==> src/sv/fqd_pkg.sv <==
// Package for the FIFO queue with membership search.
// Holds the command and status codes, the controller states and the cell control struct.
// Depends on nothing.
`default_nettype none

package fqd_pkg;

	localparam int ID_W     = 16;
	localparam int CMD_W    = 3;
	localparam int AMT_W    = 8;
	localparam int SIZE_W   = 5;
	localparam int STATUS_W = 2;
	localparam int IN_W     = 32;
	localparam int OUT_W    = 24;

	typedef enum logic [CMD_W-1:0] {
		CMD_PUSH        = 3'd0,
		CMD_PUSH_UNIQUE = 3'd1,
		CMD_CONTAINS    = 3'd2,
		CMD_POP         = 3'd3,
		CMD_READ_AT     = 3'd4,
		CMD_DROP_N      = 3'd5,
		CMD_CLEAR       = 3'd6,
		CMD_NOP         = 3'd7
	} cmd_t;

	typedef enum logic [STATUS_W-1:0] {
		STATUS_OK    = 2'd0,
		STATUS_RANGE = 2'd1,
		STATUS_FULL  = 2'd2,
		STATUS_DUP   = 2'd3
	} status_t;

	typedef enum logic [1:0] {
		ST_IDLE  = 2'd0,
		ST_SHIFT = 2'd1,
		ST_SCAN  = 2'd2
	} state_t;

	// Controls shared by every cell of the chain.
	typedef struct packed {
		logic shift;    // take the entry of the next cell
		logic rd_load;  // copy the entry into the read line
		logic rd_shift; // move the read line one cell toward the head
	} cell_ctrl_t;

endpackage

`default_nettype wire

==> src/sv/fqd_cell.sv <==
// One cell of the queue chain: one stored id, one read-line register and a compare.
// Depends on fqd_pkg.
`default_nettype none

module fqd_cell (
	input  wire logic                    clk,
	input  wire fqd_pkg::cell_ctrl_t     ctrl,
	input  wire logic                    push_here,
	input  wire logic                    live,
	input  wire logic [fqd_pkg::ID_W-1:0] value,
	input  wire logic [fqd_pkg::ID_W-1:0] next_data,
	input  wire logic [fqd_pkg::ID_W-1:0] next_rd,
	output logic      [fqd_pkg::ID_W-1:0] data_q,
	output logic      [fqd_pkg::ID_W-1:0] rd_q,
	output logic                         match
);

	always_ff @(posedge clk) begin
		if (push_here) begin
			data_q <= value;
		end else if (ctrl.shift) begin
			data_q <= next_data;
		end
	end

	always_ff @(posedge clk) begin
		if (ctrl.rd_load) begin
			rd_q <= data_q;
		end else if (ctrl.rd_shift) begin
			rd_q <= next_rd;
		end
	end

	assign match = live && (data_q == value);

endmodule

`default_nettype wire

==> src/sv/fifo_queue_with_dedup_top.sv <==
// Top level of the FIFO queue with membership search: controller and chain of cells.
// Depends on fqd_pkg and fqd_cell.
`default_nettype none

// A bounded FIFO of 16-bit ids kept in a chain of DEPTH cells, the head in cell zero.
// Each command transfer gives exactly one result transfer. Push, push_unique, contains,
// pop, clear and a read of position zero or one are answered from the idle state; every
// cell compares its id in parallel for the membership search. An in-range read at position
// p of two or more goes through the scan state, as the entries move one cell per cycle
// along a read line toward the head. A drop of n entries goes through the shift state, as
// the queue shifts one cell per cycle, and hands over its result once no shift is left.
// One command is worked on at a time; a new command is taken in the idle state once the
// previous result has gone or is being taken on the output side.
module fifo_queue_with_dedup_top #(
	parameter int DEPTH = 16
) (
	input  wire logic                      clk,
	input  wire logic                      arst_n,
	input  wire logic                      s_tvalid,
	output logic                           s_tready,
	// cmd [2:0], value [18:3], amount [26:19], zero fill [31:27]
	input  wire logic [fqd_pkg::IN_W-1:0]  s_tdata,
	output logic                           m_tvalid,
	input  wire logic                      m_tready,
	// data [15:0], hit [16], size [21:17], status [23:22]
	output logic      [fqd_pkg::OUT_W-1:0] m_tdata
);

	localparam int CW = $clog2(DEPTH + 1);

	typedef logic [fqd_pkg::ID_W-1:0] id_t;

	fqd_pkg::cmd_t                 cmd;
	id_t                           value;
	logic [fqd_pkg::AMT_W-1:0]     amount;
	logic [fqd_pkg::AMT_W-1:0]     pos;
	logic                          accept;

	fqd_pkg::state_t               state_q, state_d;
	logic [CW-1:0]                 count_q, count_d;
	logic [fqd_pkg::AMT_W-1:0]     rem_q, rem_d;

	fqd_pkg::cell_ctrl_t           ctrl;
	logic                          push_en;
	id_t                           cell_data [DEPTH];
	id_t                           cell_rd   [DEPTH];
	logic [DEPTH-1:0]              match;
	logic                          any_match;
	logic                          full;

	logic                          out_valid_q;
	logic                          out_load;
	id_t                           out_data_q, out_data_d;
	logic                          out_hit_q, out_hit_d;
	logic [fqd_pkg::SIZE_W-1:0]    out_size_q, out_size_d;
	fqd_pkg::status_t              out_status_q, out_status_d;

	assign cmd    = fqd_pkg::cmd_t'(s_tdata[2:0]);
	assign value  = s_tdata[18:3];
	assign amount = s_tdata[26:19];
	assign pos    = (amount == '0) ? fqd_pkg::AMT_W'(1) : amount;

	assign s_tready  = (state_q == fqd_pkg::ST_IDLE) && (!out_valid_q || m_tready);
	assign accept    = s_tvalid && s_tready;
	assign any_match = |match;
	assign full      = (32'(count_q) >= DEPTH);

	// Cell i sits at position i from the head; the last cell takes zeros from beyond.
	for (genvar i = 0; i < DEPTH; i++) begin : g_cell
		id_t  nd, nr;
		logic live;

		if (i == DEPTH - 1) begin : g_end
			assign nd = '0;
			assign nr = '0;
		end else begin : g_mid
			assign nd = cell_data[i+1];
			assign nr = cell_rd[i+1];
		end

		assign live = (CW'(i) < count_q);

		fqd_cell u_cell (
			.clk       (clk),
			.ctrl      (ctrl),
			.push_here (push_en && (count_q == CW'(i))),
			.live      (live),
			.value     (value),
			.next_data (nd),
			.next_rd   (nr),
			.data_q    (cell_data[i]),
			.rd_q      (cell_rd[i]),
			.match     (match[i])
		);
	end

	always_comb begin
		state_d      = state_q;
		count_d      = count_q;
		rem_d        = rem_q;
		ctrl         = '0;
		push_en      = 1'b0;
		out_load     = 1'b0;
		out_data_d   = '0;
		out_hit_d    = 1'b0;
		out_size_d   = fqd_pkg::SIZE_W'(count_q);
		out_status_d = fqd_pkg::STATUS_OK;

		case (state_q)
			fqd_pkg::ST_IDLE: begin
				if (accept) begin
					case (cmd)
						fqd_pkg::CMD_PUSH, fqd_pkg::CMD_PUSH_UNIQUE: begin
							out_load = 1'b1;
							if (cmd == fqd_pkg::CMD_PUSH_UNIQUE && any_match) begin
								out_status_d = fqd_pkg::STATUS_DUP;
							end else if (full) begin
								out_status_d = fqd_pkg::STATUS_FULL;
							end else begin
								push_en    = 1'b1;
								count_d    = count_q + CW'(1);
								out_hit_d  = 1'b1;
								out_size_d = fqd_pkg::SIZE_W'(count_d);
							end
						end
						fqd_pkg::CMD_CONTAINS: begin
							out_load  = 1'b1;
							out_hit_d = any_match;
						end
						fqd_pkg::CMD_POP: begin
							out_load = 1'b1;
							if (count_q == '0) begin
								out_status_d = fqd_pkg::STATUS_RANGE;
							end else begin
								ctrl.shift = 1'b1;
								count_d    = count_q - CW'(1);
								out_data_d = cell_data[0];
								out_hit_d  = 1'b1;
								out_size_d = fqd_pkg::SIZE_W'(count_d);
							end
						end
						fqd_pkg::CMD_READ_AT: begin
							if (32'(pos) > 32'(count_q)) begin
								out_load     = 1'b1;
								out_status_d = fqd_pkg::STATUS_RANGE;
							end else if (pos == fqd_pkg::AMT_W'(1)) begin
								out_load   = 1'b1;
								out_data_d = cell_data[0];
								out_hit_d  = 1'b1;
							end else begin
								ctrl.rd_load = 1'b1;
								rem_d        = pos - fqd_pkg::AMT_W'(1);
								state_d      = fqd_pkg::ST_SCAN;
							end
						end
						fqd_pkg::CMD_DROP_N: begin
							if (32'(amount) > 32'(count_q)) begin
								rem_d = fqd_pkg::AMT_W'(count_q);
							end else begin
								rem_d = amount;
							end
							state_d = fqd_pkg::ST_SHIFT;
						end
						fqd_pkg::CMD_CLEAR: begin
							out_load  = 1'b1;
							out_hit_d = 1'b1;
							count_d   = '0;
						end
						default: begin
							out_load = 1'b1;
						end
					endcase
				end
			end
			fqd_pkg::ST_SHIFT: begin
				if (rem_q == '0) begin
					out_load  = 1'b1;
					out_hit_d = 1'b1;
					state_d   = fqd_pkg::ST_IDLE;
				end else begin
					ctrl.shift = 1'b1;
					count_d    = count_q - CW'(1);
					rem_d      = rem_q - fqd_pkg::AMT_W'(1);
				end
			end
			fqd_pkg::ST_SCAN: begin
				if (rem_q == '0) begin
					out_load   = 1'b1;
					out_data_d = cell_rd[0];
					out_hit_d  = 1'b1;
					state_d    = fqd_pkg::ST_IDLE;
				end else begin
					ctrl.rd_shift = 1'b1;
					rem_d         = rem_q - fqd_pkg::AMT_W'(1);
				end
			end
			default: begin
				state_d = fqd_pkg::ST_IDLE;
			end
		endcase
	end

	always_ff @(posedge clk or negedge arst_n) begin
		if (!arst_n) begin
			state_q     <= fqd_pkg::ST_IDLE;
			count_q     <= '0;
			rem_q       <= '0;
			out_valid_q <= 1'b0;
		end else begin
			state_q <= state_d;
			count_q <= count_d;
			rem_q   <= rem_d;
			if (out_load) begin
				out_valid_q <= 1'b1;
			end else if (m_tready) begin
				out_valid_q <= 1'b0;
			end
		end
	end

	always_ff @(posedge clk) begin
		if (out_load) begin
			out_data_q   <= out_data_d;
			out_hit_q    <= out_hit_d;
			out_size_q   <= out_size_d;
			out_status_q <= out_status_d;
		end
	end

	assign m_tvalid = out_valid_q;
	assign m_tdata  = {out_status_q, out_size_q, out_hit_q, out_data_q};

endmodule

`default_nettype wire

==> config.mk <==
export PLATFORM = sky130hd
export DESIGN_NAME = fifo_queue_with_dedup_top
export DESIGN_NICKNAME = d
export VERILOG_FILES = /design/src/sv/fqd_pkg.sv /design/src/sv/fqd_cell.sv /design/src/sv/fifo_queue_with_dedup_top.sv
export SDC_FILE = /design/constraint.sdc
export NUM_CORES = 1
export LEC_CHECK = 0
export ABC_AREA = 1
export BUFFER_PORTS_ARGS = -buffer_cell sky130_fd_sc_hd__buf_2
export CORE_ASPECT_RATIO = 0.6
export CORE_UTILIZATION = 52
export DETAILED_ROUTE_END_ITERATION = 7
export PLACE_DENSITY = 0.68
export SETUP_SLACK_MARGIN = 0.2
export SYNTH_ARGS = -nofsm -noshare
export SYNTH_HDL_FRONTEND = slang
export SYNTH_SLANG_ARGS = --single-unit
==> constraint.sdc <==
create_clock -name clk -period 23.6 [get_ports clk]
set_input_delay 0 -clock clk [delete_from_list [all_inputs] [get_ports clk]]
set_output_delay 0 -clock clk [all_outputs]
set_load 0.005 [all_outputs]
==> results of run 1 <==
stage by stage:
step                      worst slack (ns)  power, mW  instance area [µm²]
after floorplan                       3.58       1.15                30500
after global placement               18.09       1.20                31200
after detailed placement             18.04       1.20                31200
after CTS                            18.03       2.06                33100
after global routing                 17.67       2.11                33100
final                                17.84       2.07                33100
routing by layer:
layer	wire, µm	track usage, %
met5	29	0
met4	1980	7.82
met3	17800	14.5
met2	36900	41.5
met1	47700	56.8
power groups by stage:
stage,combinational [mW],sequential (mW),clock (mW)
floorplan,0.0713,1.08,0
detailed placement,0.117,1.08,0
global route,0.131,1.06,0.917
global placement,0.117,1.08,0
finish,0.126,1.06,0.882
CTS,0.120,1.06,0.881
how the worst min path moves through the flow:
stage | startpoint | endpoint | slack (ns) | cells past startpoint
after floorplan | arst_n | count_q[0] | -0.30 | 0
after global placement | arst_n | m_tvalid | -0.03 | 1
after detailed placement | arst_n | m_tvalid | -0.03 | 1
after CTS | s_tdata[7] | g_cell[0].u_cell.data_q[4] | 0.03 | 3
after global routing | s_tdata[7] | g_cell[0].u_cell.data_q[4] | 0.06 | 3
final | s_tdata[7] | g_cell[0].u_cell.data_q[4] | 0.06 | 3
cell usage after synthesis, types with 2 or more instances:
library cell	instances
a31oi_1	5
o21ai_1	8
nor4b_1	2
xnor2_1	69
or2_2	2
nor3_1	25
a22oi_1	4
nor2_1	309
edfxtp_1	536
nand4_1	39
clkbuf_2	2
buf_4	24
nor2_8	6
and3_1	6
a32o_1	16
nand3_1	297
a21oi_1	36
buf_2	55
xor2_1	36
ha_1	20
clkinv_1	4
nand2_1	1256
dfrtp_1	16
o221ai_1	2
o21ai_0	231
inv_2	4
nand2_2	19
clkbuf_1	83
inv_1	269
nor2_4	5
o22ai_1	4
nor2b_1	4
nor3b_1	5
mux2_2	80
nand3b_1	9
buf_6	15
buf_1	9
critical path: stages (launching register included):
cell	delay [ns]
dfrtp_1	0.64
inv_2	0.24
ha_1	0.40
nand2_1	0.08
nor2_1	0.12
a21oi_1	0.08
nor2_1	0.29
nand2_1	0.16
inv_1	0.12
nand2_4	0.39
o21ai_4	0.17
buf_4	0.76
buf_4	0.85
buf_4	0.92
cells by family (layout without fill, tap and decap cells):
kind of cell / Yosys count / count (layout) / synth area share, %
xor gates and xnor gates: 105 / 105 / 3.01
muxes: 80 / 80 / 2.95
buffers and inverters: 467 / 494 / 6.66
DFF: 552 / 552 / 54.0
and+or+nand+nor: 1989 / 1989 / 27.1
AOI/OAI and AO/OA: 310 / 310 / 5.47
adders and majority gates: 20 / 20 / 0.819
other: 0 / 2 / 0
registers in the layout, indices dropped and copies added, names as in the netlist:
| name | count |
|---|---|
| out_status_q | 2 |
| out_size_q | 5 |
| count_q | 5 |
| out_data_q | 16 |
| state_q | 2 |
| g_cell.u_cell.data_q | 256 |
| m_tvalid | 1 |
| rem_q | 8 |
| out_hit_q | 1 |
| g_cell.u_cell.rd_q | 256 |
repair_timing:
item | 4_1_cts | 5_1_grt
endpoints found under the setup margin | 0 | 0
hold buffers | 19 | 0
hold endpoints to repair | 32 | 0
cells in the final DEF, fill, tap and decap left out, types with 4 or more instances in the layout:
cell / count
edfxtp_1: 536
a31oi_1: 5
clkbuf_1: 10
o22ai_1: 4
nor2_4: 6
inv_2: 4
ha_1: 20
o21ai_0: 229
nand2_1: 1255
o21ai_1: 9
clkinv_1: 12
nand3b_1: 9
nor3b_1: 5
and3_1: 6
nor2_8: 6
buf_4: 46
inv_1: 269
buf_2: 56
dlygate4sd3_1: 19
nor2b_1: 4
clkbuf_16: 52
xor2_1: 36
nand4_1: 39
mux2_2: 80
nand3_1: 297
bufinv_16: 7
nor2_1: 307
dfrtp_1: 16
a21oi_1: 35
nor3_1: 23
clkinv_2: 9
a32o_1: 16
xnor2_1: 69
nand2_2: 19
area by class of cell:
| type | instances | area, µm² | area share [%] |
|---|---|---|---|
| clock buffers | 62 | 1340 | 4.04 |
| inverters | 279 | 1050 | 3.18 |
| well taps | 770 | 963 | 2.91 |
| clock inverters | 31 | 365 | 1.10 |
| diodes | 2 | 5.00 | 0.0151 |
| repair buffers | 122 | 836 | 2.52 |
| flip-flops and latches | 552 | 16500 | 49.8 |
| multi-input cells | 2504 | 12100 | 36.4 |
==> reports/metrics.cfg, run 1 <==
[outcome]
status = finished clean

[synth]
syn_inst = 3523
yosysUniqueCellTypes = 48
synth_edf_count = 536
yosysWarnings = 0
seq_area_frac_synth_pct = 54.0
ys.flop_type = edfxtp_1
avgSynthCellArea_um2 = 8.67
yosysTopAreaCell = edfxtp_1
syn-cell-area_um2 = 30500
syn_nets = 3579
synth-seq-cells = 552
synth_top_area_share_pct = 52.7
synth.area.top_cells = edfxtp_1, nand2_1, nand3_1
synthArstFlopShare_pct = 2.90

[final_layout]
syn2layout_area_growth_pct = 8.44
utilization_pct = 57.3
layout-drive-gt1-share_pct = 8.62
fin_nets = 3567
fillers = 5165
final_cells = 4322

[floorplanning]
start_util_pct = 52.9
die_h_um = 190
core_area_um2 = 57800
std_cell_rows = 68
pin_count = 62
die_x_um = 315
dieArea_um2 = 59700

[place]
dp.cells = 4208
hpwl_um = 71300
globalplace.congestion = 1.01
io_buffers = 56

[critical_path]
r2r-start = count_q[3]
worstPathMaxFanout = 72
r2r_cells = 13
crit_path_end_kind = flip-flop
crit_type = reg2reg
crit_path_end = g_cell[11].u_cell.rd_q[12]
reg2reg_slack_ns = 17.84
crit_path_start_kind = flip-flop
required_ns = 23.86
rr_endpoint = g_cell[11].u_cell.rd_q[12]
arrival_ns = 6.01
crit_start = count_q[3]

[route]
drtPass1Iterations = 6
drc = 0
viasPerCell = 5.85
finalWirelength_um = 104000
wire_per_inst_um = 24.2
antenna_left = 0
vias = 25300
drtIter0Drc = 4212

[pwr]
combPwrFrac_pct = 6.1
switchingPower_mw = 0.495
vdd_drop_max_mv = 0.0524
powerDensity_nw_per_um2 = 62.4
clkPwrFrac_pct = 42.7
seq_power_share_pct = 51.2
switching_share_pct = 23.9
internal-power_mw = 1.57
leakage_nw = 14.6

[global_routing]
grt-ovfl-total = 0
antenna_found_initial = 3
grt_usage_pct = 35.0
grt_pass1_wl_um = 151000
grt_max_degree = 186
grt_pass1_vias = 22400

[cts]
cts_resized = 0
cts_inserted_buffers = 52
cts_tree = yes
postCtsSetupBuffers = 0
cts_sinks = 552
clk_latency_ns = 0.65
cts-root-buf = clkbuf_16
clkTransAtPathRegs_ns = 0.07
clock_path_buffers = 3
htree_levels = 2

[sta]
hold_violations = 0
period_needed_ns = 5.76
tns_ns = 0
hold_slack_ns = 0.0600
finClkSkew_ns = 0.0296
worst_pin_slew_ns = 1.30
rsz0062_at_grt = false
post-route-period-util_pct = 24.4
relSlewSlack_pct = 12.3
slew_viol_final = 0
fmax_mhz = 174
finalSetupViolations = 0

[flow_run]
drv_cap = 0

[hold_path]
min_path_type = in2reg

Note: power is estimated with default switching activity, not from simulation.
==> inputs of run 2 (changes only) <==
clock period = 5.6 ns   (was 23.6 ns; I/O delays follow)
==> reports/metrics.cfg, run 2 (synthesis results as in run 1) <==
[global_routing]
grt_pass1_wl_um = 144000
grt_usage_pct = 32.1
antenna_found_initial = 3
grt_max_degree = 90
grt-ovfl-total = 0
grt_pass1_vias = 23000

[cts]
cts_sinks = 552
cts_inserted_buffers = 52
cts_tree = yes
htree_levels = 2
clkTransAtPathRegs_ns = 0.07
clock_path_buffers = 3
clk_latency_ns = 0.62
cts-root-buf = clkbuf_16
cts_resized = 0

[floorplanning]
core_area_um2 = 57800
dieArea_um2 = 59700
start_util_pct = 52.9
die_h_um = 190
std_cell_rows = 68
pin_count = 62
die_x_um = 315

[sta]
hold_slack_ns = 0.0404
rsz0062_at_grt = false
slew_viol_final = 0
layout_setup_ws_ns = 0.669
finClkSkew_ns = 0.0218
worst_pin_slew_ns = 1.27
post-route-period-util_pct = 88.0
relSlewSlack_pct = 14.6
hold_violations = 0
fmax_mhz = 203
tns_ns = 0
finalSetupViolations = 0
period_needed_ns = 4.93

[route]
antenna_left = 0
viasPerCell = 5.82
drtPass1Iterations = 8
drc = 8
finalWirelength_um = 96000
vias = 25300
drtIter0Drc = 3967
wire_per_inst_um = 22.0

[critical_path]
crit_path_start_kind = flip-flop
rr_endpoint = g_cell[8].u_cell.data_q[13]
critical_path_buf_inv_count = 0
cp_cell_sequence = nor2_4, nand3_1, nand3_1, nor2_1, nand3_1, nand2_1, nor2_1, nand2_1, nor2_4, nor2_4, nor2_8, nand2_8, nor2_8, nand2_2, nand2_1
crit_type = reg2reg
r2r-start = count_q[3]
required_ns = 5.85
crit_path_end_kind = flip-flop
reg2reg_slack_ns = 0.67
r2r_cells = 15
critPathTopFamily = simple AND/OR/NAND/NOR gates
arrival_ns = 5.18
worstPathMaxFanout = 25
crit_slowest_cell = nor2_4
critPathMaxStageDelay_ns = 0.70

[place]
globalplace.congestion = 0.948
hpwl_um = 67900
post-place-ws_ns = 0.925
dp.cells = 4241
io_buffers = 56

[final_layout]
final_cells = 4356
final_cell_mix = nand2_1, edfxtp_1, nor2_1
top_regs = g_cell.u_cell.data_q: 256 flops, g_cell.u_cell.rd_q: 256 flops, out_data_q: 16 flops
utilization_pct = 58.0
layout-drive-gt1-share_pct = 9.48
final_common_cell = nand2_1
syn2layout_area_growth_pct = 9.75
fin_nets = 3604

[hold_path]
min_path_cells = 3
min_from = s_tdata[13]
min_to = g_cell[0].u_cell.data_q[10]
min_path_type = in2reg

[pwr]
vdd_drop_max_mv = 0.237
powerDensity_nw_per_um2 = 260
leakage_nw = 14.8

[flow_run]
drv_cap = 0

[outcome]
status = finished with violations
violations = DRC

## run 2: changes by cell type in the layout (fill, tap and decap cells not counted), sizes merged
cell,previous run,this run
buf,103,136
bufinv,7,8
clkbuf,62,61
clkinv,25,21
clkinvlp,3,4
diode,2,1
dlygate4sd3,19,23
inv,275,276
## run 2: worst max-delay path by stage
stage	cells past startpoint	startpoint	end
2_1_floorplan	11	rem_q[1]	g_cell[0].u_cell.rd_q[0]
3_3_place_gp	15	count_q[3]	g_cell[8].u_cell.data_q[13]
3_5_place_dp	15	count_q[3]	g_cell[8].u_cell.data_q[13]
4_1_cts	15	count_q[3]	g_cell[8].u_cell.data_q[13]
5_1_grt	15	count_q[3]	g_cell[8].u_cell.data_q[6]
6_report	15	count_q[3]	g_cell[8].u_cell.data_q[13]
## run 2: metrics by stage
stage	total power, mW	cell area, µm²
floorplan	4.85	30600
global placement	5.04	31600
detailed placement	5.04	31600
CTS	8.71	33500
global route	8.92	33500
finish	8.72	33500
## run 2: per-layer routing
metal	share of wire [%]	GRT usage (%)	vias to the layer above
met2	38	41.2	1555
met4	2.5	8.18	4
met3	15	11.1	170
li1	-	-	11700
met5	0.022	0	-
met1	45	50.5	11900
## run 2: power by group
part	internal, mW	switching (mW)
clock	2.10	1.63
combinational	0.135	0.391
sequential	4.46	0.00623
## run 2: worst register-to-register path: cells and delay by family (launching register included)
kind / cells / cell delay, ns
DFF: 1 / 0.55
and+or+nand+nor: 15 / 4.01
## run 2: repair_timing
action / CTS / global route
setup buffers: 0 / 0
endpoints found under the hold margin: 44 / 0
hold buffers: 23 / 0
## run 2: area by class of cell
| type | count | area (µm²) |
|---|---|---|
| Multi-Input combinational cell | 2504 | 12100 |
| Inverter | 279 | 1050 |
| Sequential cell | 552 | 16500 |
| Timing Repair Buffer | 159 | 1220 |
| Tap cell | 770 | 963 |
| Clock inverter | 30 | 365 |
| Antenna cell | 1 | 2.50 |
| Fill cell | 5065 | 24300 |
| Clock buffer | 61 | 1360 |
